**src/hw/rtl/scc_pkg.sv**
```systemverilog
// Shared widths, types and constants for the segment corner check pipeline.
`timescale 1ns / 1ps

package scc_pkg;

    // Field and datapath widths
    localparam int COORD_W  = 16;              // signed Q12.4 coordinate
    localparam int DIFF_W   = COORD_W + 1;     // difference of two coordinates
    localparam int MAG_W    = COORD_W;         // magnitude of a difference
    localparam int PROD_W   = 2 * COORD_W + 1; // signed product of two differences
    localparam int CROSS_W  = PROD_W + 1;      // difference of two products
    localparam int TOL_W    = 12;              // tolerance register
    localparam int TPROD_W  = TOL_W + MAG_W;   // tolerance times |dx|
    localparam int SQ_W     = 2 * MAG_W;       // square of a difference
    localparam int LEN_W    = SQ_W + 1;        // squared length
    localparam int RATIO_W  = 5;               // room for the ratio factor
    localparam int SCALED_W = LEN_W + RATIO_W; // ratio factor times squared length

    localparam int IN_BYTES  = (10 * COORD_W + 7) / 8;
    localparam int OUT_BYTES = 1;

    // One fifth of the length, squared: 25 * near^2 <= ref^2
    localparam int RATIO_SQ = 25;

    // Three pixels in Q12.4
    localparam logic [TOL_W-1:0] TOL_RESET = 12'd48;

    typedef logic signed [COORD_W-1:0]  coord_t;
    typedef logic signed [DIFF_W-1:0]   diff_t;
    typedef logic        [MAG_W-1:0]    mag_t;
    typedef logic signed [PROD_W-1:0]   prod_t;
    typedef logic signed [CROSS_W-1:0]  cross_t;
    typedef logic        [TOL_W-1:0]    tol_t;
    typedef logic        [TPROD_W-1:0]  tprod_t;
    typedef logic        [SQ_W-1:0]     sq_t;
    typedef logic        [LEN_W-1:0]    len_t;
    typedef logic        [SCALED_W-1:0] scaled_t;

endpackage

```
**src/hw/rtl/scc_len.sv**
```systemverilog
// Three-stage squared distance between two points.
`timescale 1ns / 1ps

module scc_len
    import scc_pkg::*;
(
    input  logic   clk,
    input  logic   en,
    input  coord_t ax,
    input  coord_t ay,
    input  coord_t bx,
    input  coord_t by,
    output len_t   len2
);

    // Stage 1: differences
    diff_t dx_reg, dy_reg, dx_next, dy_next;

    assign dx_next = DIFF_W'(ax) - DIFF_W'(bx);
    assign dy_next = DIFF_W'(ay) - DIFF_W'(by);

    // Stage 2: squares
    sq_t sqx_reg, sqy_reg, sqx_next, sqy_next;

    always_comb
    begin
        logic signed [2*DIFF_W-1:0] mx;
        logic signed [2*DIFF_W-1:0] my;
        mx       = dx_reg * dx_reg;
        my       = dy_reg * dy_reg;
        sqx_next = mx[SQ_W-1:0];
        sqy_next = my[SQ_W-1:0];
    end

    // Stage 3: sum
    len_t sum_reg, sum_next;

    assign sum_next = LEN_W'(sqx_reg) + LEN_W'(sqy_reg);

    always_ff @(posedge clk)
    begin
        if (en)
        begin
            dx_reg  <= dx_next;
            dy_reg  <= dy_next;
            sqx_reg <= sqx_next;
            sqy_reg <= sqy_next;
            sum_reg <= sum_next;
        end
    end

    assign len2 = sum_reg;

endmodule
```
**config.mk**
```make
export PLATFORM = sky130hd
export DESIGN_NAME = scc_len
export DESIGN_NICKNAME = d
export VERILOG_FILES = /design/src/hw/rtl/scc_pkg.sv /design/src/hw/rtl/scc_len.sv
export SDC_FILE = /design/constraint.sdc
export NUM_CORES = 1
export LEC_CHECK = 0
export ABC_CLOCK_PERIOD_IN_PS = 11000
export BUFFER_PORTS_ARGS = -buffer_cell sky130_fd_sc_hd__buf_2
export CORE_UTILIZATION = 47
export DETAILED_ROUTE_END_ITERATION = 10
export GPL_TIMING_DRIVEN = 1
export MAX_ROUTING_LAYER = met4
export PLACE_DENSITY = 0.66
export SYNTH_ARGS = -nofsm -noshare
export SYNTH_HDL_FRONTEND = slang
export SYNTH_SLANG_ARGS = --single-unit
```
**constraint.sdc**
```tcl
create_clock -name clk -period 11 [get_ports clk]
set_input_delay 2.2 -clock clk [delete_from_list [all_inputs] [get_ports clk]]
set_output_delay 2.2 -clock clk [all_outputs]
set_load 0.005 [all_outputs]
```
======== Word-level counts from Yosys, hierarchy flattened ========
Index checks and enable logic that the tools add are counted.
word-level totals
  register bits after elaboration ......... 131
  bits of input ports ..................... 66
  output and inout port bits .............. 33
  word-level logic and storage cells ...... 10
operators by class
  add/sub/neg operators ................... 3
  multipliers ............................. 2
operators with widths
  kind                          count
  multiplier 17 x 17 -> 32 bit  2
  subtractor 16 x 16 -> 17 bit  2
  adder 32 x 32 -> 33 bit       1

======== Depth between registers and ports, before layout ========
  depth in word-level cells ............... 1
  mapped depth ............................ 24
  mapped depth without buffers ............ 24

======== Worst setup path before layout ========
Ideal clock, no wire load.
  kind .................................... register -> register
  from .................................... register dy_reg[5]
  to ...................................... register sqy_reg[31] (data pin)
  arrival ................................. 6148 ps
  slack ................................... 4587 ps
  cell stages (with the launch flop) ...... 25
  period minus slack after synthesis ...... 6413 ps
  cells stage by stage .................... edfxtp_1 > clkbuf_1 > clkbuf_1 > nand2_1 > fa_1 > inv_1 > fa_1 > inv_1 > fa_1 > inv_1 > fa_1 > fa_1 > inv_1 > fa_1 > inv_1 > ha_1 > a21oi_1 > o21ai_1 > o21bai_1 > a21oi_1 > a211oi_1 > a2111oi_4 > o21ai_2 > and4_1 > or3_1
on the way
  longest elaborated chain between the ends .. 1
RTL lines
  item                          line           RTL
  start: declaration            scc_len.sv:17  diff_t dx_reg, dy_reg, dx_next, dy_next;
  start signal: assignment      scc_len.sv:45  dy_reg <= dy_next;
  multiplier 17 x 17 -> 32 bit  scc_len.sv:30  my = dy_reg * dy_reg;
  net sqy_next[31]              scc_len.sv:23  sq_t sqx_reg, sqy_reg, sqx_next, sqy_next;
  end signal: assignment        scc_len.sv:47  sqy_reg <= sqy_next;
  end: declaration              scc_len.sv:23
The timed path passes the listed nets, and every way through them passes these cells.
A chain may end at the register's enable or synchronous reset.

======== Worst setup path after layout ========
  from .................................... register dy_reg[2]
  to ...................................... register sqy_reg[31] (data pin)
Same word-level chain as after synthesis.

==> summary.md <==
| Metric | Value |
|---|---|
| Status | complete, but fails checks |
| Failing checks | design-rule violations |
| Minimum clock period | 7.16 ns |
| Clock Path Buffers | 2 |
| GPL Wtd Cong | 0.875 |
| Seq/Total Area, Yosys | 15.3% |
| Clock root cell | clkbuf_16 |
| Die height | 234 um |
| Vias | 16911 |
| Core area | 0.0530 sq mm |
| Io pins | 99 |
| DP Wirelength | 44100 um |
| Initial antenna violation count | 0 |
| CTS Hold Bufs | 0 |
| Rel. slew slack | 29.5% |
| Reg2reg path depth | 17 |
| Nets | 3440 |
| N_diodes | 0 |
| Port Buffers | 98 |
| Register bit total from synthesis | 129 |
| DR vias/cell | 5.08 |
| Post-Syn Instances | 2558 |
| Crit Path Class | flip-flop to flip-flop |
| Layout cells sized above 1 | 6.01% |
| Min-delay worst type | flip-flop to flip-flop |
| Hold Path Stages | 1 |
| Final slew viol count | 0 |
| Setup Buffers After CTS | 0 |
| GRT overflow | 0 |
| Main flop type after synthesis | edfxtp_1 |
| Netlist cell types | 60 |
| Worst setup EP type | flip-flop |
| CP arrival | 7.36 ns |
| TritonCTS clock tree | built |
| Final-report setup violation count | 0 |
| Die X-Extent | 234 um |
| First-pass GRT wire length | 91400 um |
| Post-synth EDFFs | 129 |
| Clock Pin Slew Worst Setup and Hold Paths | 0.07 ns |
| Routed WL per cell | 15.8 um |
| Initial Util | 47.9% |
| Final Hold Viols | 0 |
| Clock Skew | 0.0119 ns |
| Drt initial violations | 867 |
| Setup TNS Final | 0 ns |
| Ys Warns | 0 |
| Std-Cell Rows | 84 |
| Die area | 0.0549 sq mm |
| CP max FO | 20 |
| Fmax | 140 MHz |
| Fin crit share | 65.1% |
| Remaining DRCs | 1 |
| Vias in the first global route | 19058 |
| Worst-Margin Slew | 1.06 ns |
| Area Overhead vs Synth | 7.35% |
| Total CTS buffers | 17 |
| H-Tree Depth | 4 |
| Top cells by area, synth | fa_1, edfxtp_1, ha_1 |
| Synth area leader | fa_1 |
| RSZ-0062 raised after global routing | no |
| Final WL | 52700 um |
| Max_cap viols | 0 |
| Antenna Violating Nets Remaining | 0 |
| CTS resizes | 0 |
| Post-Syn Nets | 3366 |
| Cell Area, Synth | 0.0254 sq mm |
| Worst skew pair latency | 0.45 ns |
| Critical Path RT | 11.20 ns |
| Largest net degree at the start of global routing | 73 |
| Yosys top cell area share | 40.6% |
| Max reg flops | 33 |
| Syn Area/Cell | 9.91 sq um |
| Asr flop ratio synth | 0% |
| Clock Sink Count | 129 |
| Drt pass-1 iters | 8 |
| GRT Overall Usage | 21.8% |
| Startpoint types | flip-flop |
[cell families after synthesis]
group | count (synthesis) | synth area share (%)
buf+inv | 786 | 11.6
mux | 2 | 0.0888
compound gates | 239 | 6.53
simple gates | 524 | 9.94
xor+xnor | 136 | 4.70
flops | 129 | 15.3
fa+ha+maj | 742 | 51.8
[per-stage QoR]
stage | hold slack (ns) | utilization (%) | worst slack [ns] | instance area (sq um) | std cells
after floorplan | 0.446 | - | 4.59 | 25400 | 2558
after global placement | 0.537 | 50.2 | 3.95 | 26600 | 3301
after detailed placement | 0.544 | 50.2 | 3.88 | 26600 | 3301
after CTS | 0.556 | 51.4 | 3.88 | 27200 | 3332
after global routing | 0.578 | 51.4 | 3.43 | 27200 | 3332
final | 0.550 | 51.4 | 3.84 | 27200 | 3332
[cells in the final DEF, fill, tap and decap left out, drive strengths merged, types with 9 or more instances in the layout]
cell      n
a21boi   10
a21o     35
a21oi    64
and2    112
and3     10
buf     105
clkbuf   18
edfxtp  129
fa      514
ha      228
inv     736
nand2   200
nand2b   15
nand3    18
nor2     89
nor2b    36
nor3     21
o21a     15
o21ai    41
o31ai     9
xnor2   105
xor2     31
[metal layers]
| layer | up-vias | track usage, % | share of wire, % |
|---|---|---|---|
| li1 | 7872 | - | - |
| met1 | 8574 | 27.2 | 43 |
| met2 | 368 | 37.4 | 51 |
| met3 | 97 | 2.75 | 4.1 |
| met4 | 0 | 5.74 | 2.1 |
| met5 | - | - | 0 |
[synth_stat cells, drive strengths merged (36+ instances only)]
master	n
edfxtp	129
nor2	89
clkbuf	49
nor2b	36
nand2	200
inv	736
fa	514
a21oi	64
ha	228
and2	112
o21ai	41
xnor2	105
[final timing paths]
| path | from | endpoint | slack [ns] |
|---|---|---|---|
| max | dy_reg[2]$_DFFE_PP_ | sqy_reg[31]$_DFFE_PP_ | 3.84 |
| min | sqx_reg[0]$_DFFE_PP_ | len2[0]$_DFFE_PP_ | 0.55 |
| max reg2reg | dy_reg[2]$_DFFE_PP_ | sqy_reg[31]$_DFFE_PP_ | 3.84 |
| min reg2reg | sqx_reg[0]$_DFFE_PP_ | len2[0]$_DFFE_PP_ | 0.55 |
[final cells by class]
class	instances	area, sq um
Multi-Input combinational cell	1643	18500
Clock inverter	13	216
Sequential cell	129	3870
Clock buffer	18	429
Fill cell	4859	25700
Timing Repair Buffer	105	546
Tap cell	688	861
Inverter	736	2760
[critical path, stage by stage (launching register included)]
cell and delay (ns):
edfxtp_1 0.72, nand2_1 0.26, inv_1 0.13, fa_1 0.70, inv_1 0.14, fa_1 0.83
inv_1 0.15, fa_1 0.49, fa_1 0.58, fa_1 0.43, fa_1 0.46, ha_1 0.43
nand3_1 0.19, a211oi_1 0.58, a2111oi_4 0.10, o21ai_2 0.22, a2111oi_0 0.12, or3_1 0.36
Power is left out: the tool's default activity adds up to more than one toggle a clock period on the data nets, which glitch-free logic cannot reach.
