--- config.mk ---
export PLATFORM = sky130hd
export DESIGN_NAME = scc_contain
export DESIGN_NICKNAME = d
export VERILOG_FILES = /design/src/hw/rtl/scc_pkg.sv /design/src/hw/rtl/scc_contain.sv
export SDC_FILE = /design/constraint.sdc
export NUM_CORES = 2
export LEC_CHECK = 0
export BUFFER_PORTS_ARGS = -buffer_cell sky130_fd_sc_hd__buf_2
export CAP_MARGIN = 20
export CORE_ASPECT_RATIO = 1.1
export CORE_MARGIN = 2
export CORE_UTILIZATION = 40
export DETAILED_ROUTE_END_ITERATION = 7
export PLACE_DENSITY = 0.57
export SLEW_MARGIN = 5
export SYNTH_ARGS = -nofsm -noshare
export SYNTH_HDL_FRONTEND = slang
export SYNTH_SLANG_ARGS = --single-unit
--- constraint.sdc ---
create_clock -name clk -period 8.35 [get_ports clk]
set_input_delay 0.4175 -clock clk [delete_from_list [all_inputs] [get_ports clk]]
set_output_delay 0.4175 -clock clk [all_outputs]
set_load 0.02 [all_outputs]
--- src/hw/rtl/scc_pkg.sv ---
// Shared widths, types and constants for the segment corner check pipeline.
`timescale 1ns / 1ps

package scc_pkg;

    // Field and datapath widths
    localparam int COORD_W  = 16;              // signed Q12.4 coordinate
    localparam int DIFF_W   = COORD_W + 1;     // difference of two coordinates
    localparam int MAG_W    = COORD_W;         // magnitude of a difference
    localparam int PROD_W   = 2 * COORD_W + 1; // signed product of two differences
    localparam int CROSS_W  = PROD_W + 1;      // difference of two products
    localparam int TOL_W    = 12;              // tolerance register
    localparam int TPROD_W  = TOL_W + MAG_W;   // tolerance times |dx|
    localparam int SQ_W     = 2 * MAG_W;       // square of a difference
    localparam int LEN_W    = SQ_W + 1;        // squared length
    localparam int RATIO_W  = 5;               // room for the ratio factor
    localparam int SCALED_W = LEN_W + RATIO_W; // ratio factor times squared length

    localparam int IN_BYTES  = (10 * COORD_W + 7) / 8;
    localparam int OUT_BYTES = 1;

    // One fifth of the length, squared: 25 * near^2 <= ref^2
    localparam int RATIO_SQ = 25;

    // Three pixels in Q12.4
    localparam logic [TOL_W-1:0] TOL_RESET = 12'd48;

    typedef logic signed [COORD_W-1:0]  coord_t;
    typedef logic signed [DIFF_W-1:0]   diff_t;
    typedef logic        [MAG_W-1:0]    mag_t;
    typedef logic signed [PROD_W-1:0]   prod_t;
    typedef logic signed [CROSS_W-1:0]  cross_t;
    typedef logic        [TOL_W-1:0]    tol_t;
    typedef logic        [TPROD_W-1:0]  tprod_t;
    typedef logic        [SQ_W-1:0]     sq_t;
    typedef logic        [LEN_W-1:0]    len_t;
    typedef logic        [SCALED_W-1:0] scaled_t;

endpackage

--- src/hw/rtl/scc_contain.sv ---
// Four-stage test of whether point P lies on segment A..B within a tolerance.
`timescale 1ns / 1ps

module scc_contain
    import scc_pkg::*;
(
    input  logic   clk,
    input  logic   en,
    input  tol_t   tol,
    input  coord_t px,
    input  coord_t py,
    input  coord_t ax,
    input  coord_t ay,
    input  coord_t bx,
    input  coord_t by,
    output logic   on_seg
);

    // Stage 1: differences, magnitudes and axis-aligned flags
    diff_t dx_reg, dy_reg, ex_reg, ey_reg, exn_reg;
    diff_t dx_next, dy_next, ex_next, ey_next, exn_next;
    mag_t  dxa_reg, absx_reg, absy_reg;
    mag_t  dxa_next, absx_next, absy_next;
    logic  vert1_reg, horiz1_reg, in_vy_reg, in_hx_reg;
    logic  vert1_next, horiz1_next, in_vy_next, in_hx_next;

    always_comb
    begin
        diff_t neg_dx;
        diff_t neg_ex;
        diff_t neg_ey;
        dx_next     = DIFF_W'(bx) - DIFF_W'(ax);
        dy_next     = DIFF_W'(by) - DIFF_W'(ay);
        ex_next     = DIFF_W'(px) - DIFF_W'(ax);
        ey_next     = DIFF_W'(py) - DIFF_W'(ay);
        neg_dx      = DIFF_W'(ax) - DIFF_W'(bx);
        neg_ex      = DIFF_W'(ax) - DIFF_W'(px);
        neg_ey      = DIFF_W'(ay) - DIFF_W'(py);
        // fold the sign of dx into dx and ex
        dxa_next    = (bx < ax) ? neg_dx[MAG_W-1:0] : dx_next[MAG_W-1:0];
        exn_next    = (bx < ax) ? neg_ex : ex_next;
        absx_next   = (px < ax) ? neg_ex[MAG_W-1:0] : ex_next[MAG_W-1:0];
        absy_next   = (py < ay) ? neg_ey[MAG_W-1:0] : ey_next[MAG_W-1:0];
        vert1_next  = (ax == bx);
        horiz1_next = (ay == by);
        in_vy_next  = ((ay <= py) && (py <= by)) || ((by <= py) && (py <= ay));
        in_hx_next  = ((ax <= px) && (px <= bx)) || ((bx <= px) && (px <= ax));
    end

    always_ff @(posedge clk)
    begin
        if (en)
        begin
            dx_reg     <= dx_next;
            dy_reg     <= dy_next;
            ex_reg     <= ex_next;
            ey_reg     <= ey_next;
            exn_reg    <= exn_next;
            dxa_reg    <= dxa_next;
            absx_reg   <= absx_next;
            absy_reg   <= absy_next;
            vert1_reg  <= vert1_next;
            horiz1_reg <= horiz1_next;
            in_vy_reg  <= in_vy_next;
            in_hx_reg  <= in_hx_next;
        end
    end

    // Stage 2: products and the simple range tests
    prod_t  p1_reg, p2_reg, p1_next, p2_next;
    tprod_t tp2_reg, tp2_next;
    logic   vert2_reg, horiz2_reg, vert_ok2_reg, horiz_ok2_reg, ex_ok2_reg;
    logic   vert_ok2_next, horiz_ok2_next, ex_ok2_next;

    always_comb
    begin
        logic signed [2*DIFF_W-1:0] m1;
        logic signed [2*DIFF_W-1:0] m2;
        m1             = ey_reg * dx_reg;
        m2             = ex_reg * dy_reg;
        p1_next        = m1[PROD_W-1:0];
        p2_next        = m2[PROD_W-1:0];
        tp2_next       = TPROD_W'(tol) * TPROD_W'(dxa_reg);
        vert_ok2_next  = in_vy_reg && (absx_reg < MAG_W'(tol));
        horiz_ok2_next = in_hx_reg && (absy_reg < MAG_W'(tol));
        ex_ok2_next    = !exn_reg[DIFF_W-1] && (exn_reg[MAG_W-1:0] <= dxa_reg);
    end

    always_ff @(posedge clk)
    begin
        if (en)
        begin
            p1_reg        <= p1_next;
            p2_reg        <= p2_next;
            tp2_reg       <= tp2_next;
            vert2_reg     <= vert1_reg;
            horiz2_reg    <= horiz1_reg;
            vert_ok2_reg  <= vert_ok2_next;
            horiz_ok2_reg <= horiz_ok2_next;
            ex_ok2_reg    <= ex_ok2_next;
        end
    end

    // Stage 3: cross product
    cross_t cross_reg, cross_next;
    tprod_t tp3_reg;
    logic   vert3_reg, horiz3_reg, vert_ok3_reg, horiz_ok3_reg, ex_ok3_reg;

    assign cross_next = CROSS_W'(p1_reg) - CROSS_W'(p2_reg);

    always_ff @(posedge clk)
    begin
        if (en)
        begin
            cross_reg     <= cross_next;
            tp3_reg       <= tp2_reg;
            vert3_reg     <= vert2_reg;
            horiz3_reg    <= horiz2_reg;
            vert_ok3_reg  <= vert_ok2_reg;
            horiz_ok3_reg <= horiz_ok2_reg;
            ex_ok3_reg    <= ex_ok2_reg;
        end
    end

    // Stage 4: error bound and case selection
    logic on_seg_reg, on_seg_next;

    always_comb
    begin
        cross_t tp_s;
        logic   err_ok;
        tp_s   = $signed({{(CROSS_W-TPROD_W){1'b0}}, tp3_reg});
        err_ok = (cross_reg < tp_s) && (cross_reg > -tp_s);
        if (vert3_reg)
            on_seg_next = vert_ok3_reg;
        else if (horiz3_reg)
            on_seg_next = horiz_ok3_reg;
        else
            on_seg_next = ex_ok3_reg && err_ok;
    end

    always_ff @(posedge clk)
    begin
        if (en)
        begin
            on_seg_reg <= on_seg_next;
        end
    end

    assign on_seg = on_seg_reg;

endmodule

Word-level counts from Yosys, hierarchy flattened
Index checks and enable logic that the tools add are counted.
- bits of input ports: 110
- register bits after elaboration: 304
- word-level logic and storage cells: 76
- output and inout port bits: 1
- reduce and logical (&&, ||, !) cells: 12
- multipliers: 3
- add/sub/neg operators: 9
- multiplexer cells: 6
- order comparisons: 16
- equal/unequal tests: 2
- operators with widths (operator ; number):
    16-bit <= comparator ; 9
    16-bit by 16-bit subtractor with 17-bit output ; 5
    17-bit by 17-bit multiplier with 33-bit output ; 2
    16-bit less-than comparator ; 3
    16-bit two-way mux ; 3
    34-bit greater-than comparator ; 1
    34-bit by 29-bit less-than comparator with 1-bit output ; 1
    28-bit negation with 34-bit output ; 1
    33-bit by 33-bit subtractor with 34-bit output ; 1
    16-bit == test ; 2
    16-bit by 12-bit less-than comparator with 1-bit output ; 2
    16-bit subtractor ; 2
    12-bit by 16-bit multiplier with 28-bit output ; 1
    17-bit two-way mux ; 1
    1-bit logical AND ; 9
    1-bit logical OR ; 2
    1-bit two-way mux ; 2
    1-bit zero test ; 1

Logic depth before layout (Yosys ltp)
- word-level depth: 6
- depth in mapped cells: 25
- mapped depth without buffers: 23

Worst setup path before layout
Ideal clock, no wire load.
- path type: register to register
- start: register ey_reg[16]
- end: register p1_reg[31] (data pin)
- library setup time: 0.258 ns
- data arrival time: 6.168 ns
- path slack: 1.925 ns
- path buffers: 2
- stages on the path, launching flop included: 23
- period minus slack after synthesis: 6.425 ns
- required time: 8.092 ns
- path through: edfxtp_1 clkbuf_1 clkbuf_1 nand2_1 inv_1 fa_1 fa_1 fa_1 fa_1 fa_1 inv_1 fa_1 inv_1 ha_1 a21o_1 a21o_1 a21o_1 a2111oi_0 o2111ai_1 o211a_1 o31a_1 nor2_1 xnor2_1
- word-level cells in the longest chain between the ends: 1
- ends and longest elaborated chain (item ; RTL line ; text):
    start: declaration ; scc_contain.sv:20 ; diff_t dx_reg, dy_reg, ex_reg, ey_reg, exn_reg;
    start signal: assignment ; scc_contain.sv:57 ; ey_reg <= ey_next;
    17-bit by 17-bit multiplier with 33-bit output ; scc_contain.sv:79 ; m1 = ey_reg * dx_reg;
    net p1_next[31] ; scc_contain.sv:70 ; prod_t p1_reg, p2_reg, p1_next, p2_next;
    end signal: assignment ; scc_contain.sv:93 ; p1_reg <= p1_next;
    end: declaration ; scc_contain.sv:70 ;
The timed path passes the listed nets, and every way through them passes these cells.
A chain may end at the register's enable or synchronous reset.

Worst setup path in the final report
Ends and elaborated chain as after synthesis.

==> metrics <==
worst hold path class input pin to register; Layout fillers 11800; RSZ-0062 raised after global routing false; CP delay by family, top adder cells; Die Area 123000 um2; multi-input logic area 34300 um2; count leader, synth inv_1; Core Footprint 119000 um2; vias 33900; largest net degree at the start of global routing 100; warnings from Yosys 0; slowest stage cell, crit path fa_1; most frequent CP cell fa_1; initial core utilization 0.402; global-route wire length before repair 205000 um; layout cells sized above 1 0.0479; Max-slew headroom 0.263; Final Max Tran Viols 0; Final Core Density 0.430; Die Span Y 367 um; antenna violations before repair 8; leading area contributor after synthesis fa_1; CP Cell Sequence nand2_1 > inv_1 > fa_1 > fa_1 > fa_1 > fa_1 > fa_1 > inv_1 > fa_1 > inv_1 > ha_1 > a21o_1 > a21o_1 > a21o_1 > a2111oi_0 > o2111ai_1 > o211a_1 > o31a_1 > nor2_1 > xnor2_1; CTS tree built; crit share post-route 0.832; Worst-Skew Late Latency 0.58 ns; root buf cell clkbuf_16; Hold Buf Count CTS 0; Sink Count 300; 1st-pass router iterations 5; syn_area_per_cell 9.51 um2; Nets 6397; Mapped Area 47900 um2; Num CTS Buffers 39; setup ws final 1.40 ns; Adder-Cell Fraction of Synth Area 0.438; Setup Fix Bufs, Post-CTS 0; hold path cells 1; P&R area growth vs syn 6.94%; post-synthesis mux area share 0.0114; Crit Path Class register to register; Yosys top cell area share 0.304; Largest register FFs 34; global route overflow 0; complex-gate fraction of the synthesized area 0.0914; CP Max Fanout 18; Setup Skew 0.0275 ns; Async S/R FF share, synth 0; max incr delay on CP 0.74 ns; FF+latch area 9010 um2; number of global-route vias before repair 35900; final worst path period need 6.95 ns; dominant cells by area after synthesis fa_1 (30%), edfxtp_1 (19%), ha_1 (13%); port bufs 110; Worst-Margin Slew 1.10 ns; Std-Cell Rows 133; GRT Resource Usage Total 0.217; CP arrival 7.26 ns; vias per cell 5.12; drt drc 0; Iter 0 DRT Violations 2312; Setup crit end kind register; die width 334 um; antenna-violating nets left 0; H-tree depth 2; Post-synth EDFFs 300; number of synthesized register bits 300; data required time of the worst path 8.66 ns; Startpoint Class register; setup TNS 0 ns; Synth Flop Type edfxtp_1; CTS clock-pin slew for the worst setup and hold paths 0.06 ns; main combinational cell family by area after synthesis adder cells; I/O pin count 111; Max Cap Violations 0; wire length per cell 19.5 um; outcome finished, final reports clean; Final Setup Violations 0; wirelength, routed 129000 um; FF-to-FF path depth 20; Post-Synth XOR/XNOR Area 0.0402; cts repair resizes 0; WP depth 20; synth unique cells 74; CTS max path bufs 3; Buf/Inv on CP 3; Setup WS pre-CTS 1.46 ns; DPL Wire Length 109000 um; Synthesized Nets 6389; Seq/Total Area, Yosys 0.188; Routability Congestion 0.882; Hold Vio Cnt, Final 0; Post-synth top cells inv_1 (1059), fa_1 (728), ha_1 (512); post-synthesis simple-gate area fraction 0.136; Mapped Cells 5039; fmax 144 MHz
==> area by class of cell <==
class	instances	share of cell area
Multi-Input combinational cell	3524	0.670
Sequential cell	300	0.176
Inverter	1059	0.0776
Tap cell	1552	0.0379
Clock buffer	44	0.0202
Timing Repair Buffer	123	0.0128
Clock inverter	27	0.00537
Antenna cell	3	0.000147
==> worst paths after layout <==
check / from / to / slack, ns
hold / removal: en / tp2_reg[11] / 0.33
hold reg to reg: tp2_reg[16] / tp3_reg[16] / 0.40
setup reg to reg: ey_reg[16] / p1_reg[31] / 1.40
setup / recovery: ey_reg[16] / p1_reg[31] / 1.40
==> placed cells by master (no fill, tap or decap), drive strengths merged, types with 7 or more instances in the layout <==
| cell type | count |
|---|---|
| and2 | 303 |
| o211ai | 16 |
| a221oi | 7 |
| mux2i | 23 |
| a211oi | 17 |
| o21bai | 22 |
| nor4 | 24 |
| ha | 512 |
| clkbuf | 44 |
| a31oi | 20 |
| o2111ai | 8 |
| xnor2 | 176 |
| fa | 728 |
| buf | 123 |
| nor3 | 54 |
| a21oi | 178 |
| o22ai | 8 |
| or3 | 12 |
| inv | 1061 |
| or2 | 8 |
| edfxtp | 300 |
| nand3 | 41 |
| nand2b | 34 |
| nor2b | 49 |
| o41ai | 10 |
| xor2 | 44 |
| a21boi | 22 |
| and3 | 14 |
| a31o | 8 |
| mux2 | 28 |
| a2111oi | 7 |
| nand4 | 42 |
| nor2 | 237 |
| a21o | 111 |
| o31ai | 7 |
| o21a | 57 |
| nand2 | 498 |
| o21ai | 127 |
| clkinv | 18 |
==> metrics by stage <==
| stage | cell area, um2 | instances | hold WS [ns] |
|---|---|---|---|
| floorplan | 47900 | 5039 | 0.400 |
| global placement | 49900 | 6558 | 0.402 |
| detailed placement | 49900 | 6558 | 0.405 |
| CTS | 51200 | 6629 | 0.337 |
| global route | 51200 | 6629 | 0.353 |
| finish | 51200 | 6632 | 0.333 |
==> logic make-up after synthesis <==
family | Yosys count
DFF | 300
and+or+nand+nor | 1342
adders and majority gates | 1240
xor gates and xnor gates | 220
muxes | 51
AOI/OAI and AO/OA | 671
buffers and inverters | 1215
==> metal layers <==
layer  global-route usage  vias to the layer above  part of all wire
met5                    0                        -           0.00036
met4               0.0874                        6             0.046
met3               0.0255                      206             0.046
met2                0.372                      792              0.49
met1                0.278                    16900              0.42
li1                     -                    16000                 -
Power is not shown: default switching activity piles up to over one toggle a cycle in this logic, so the estimate is an artifact.
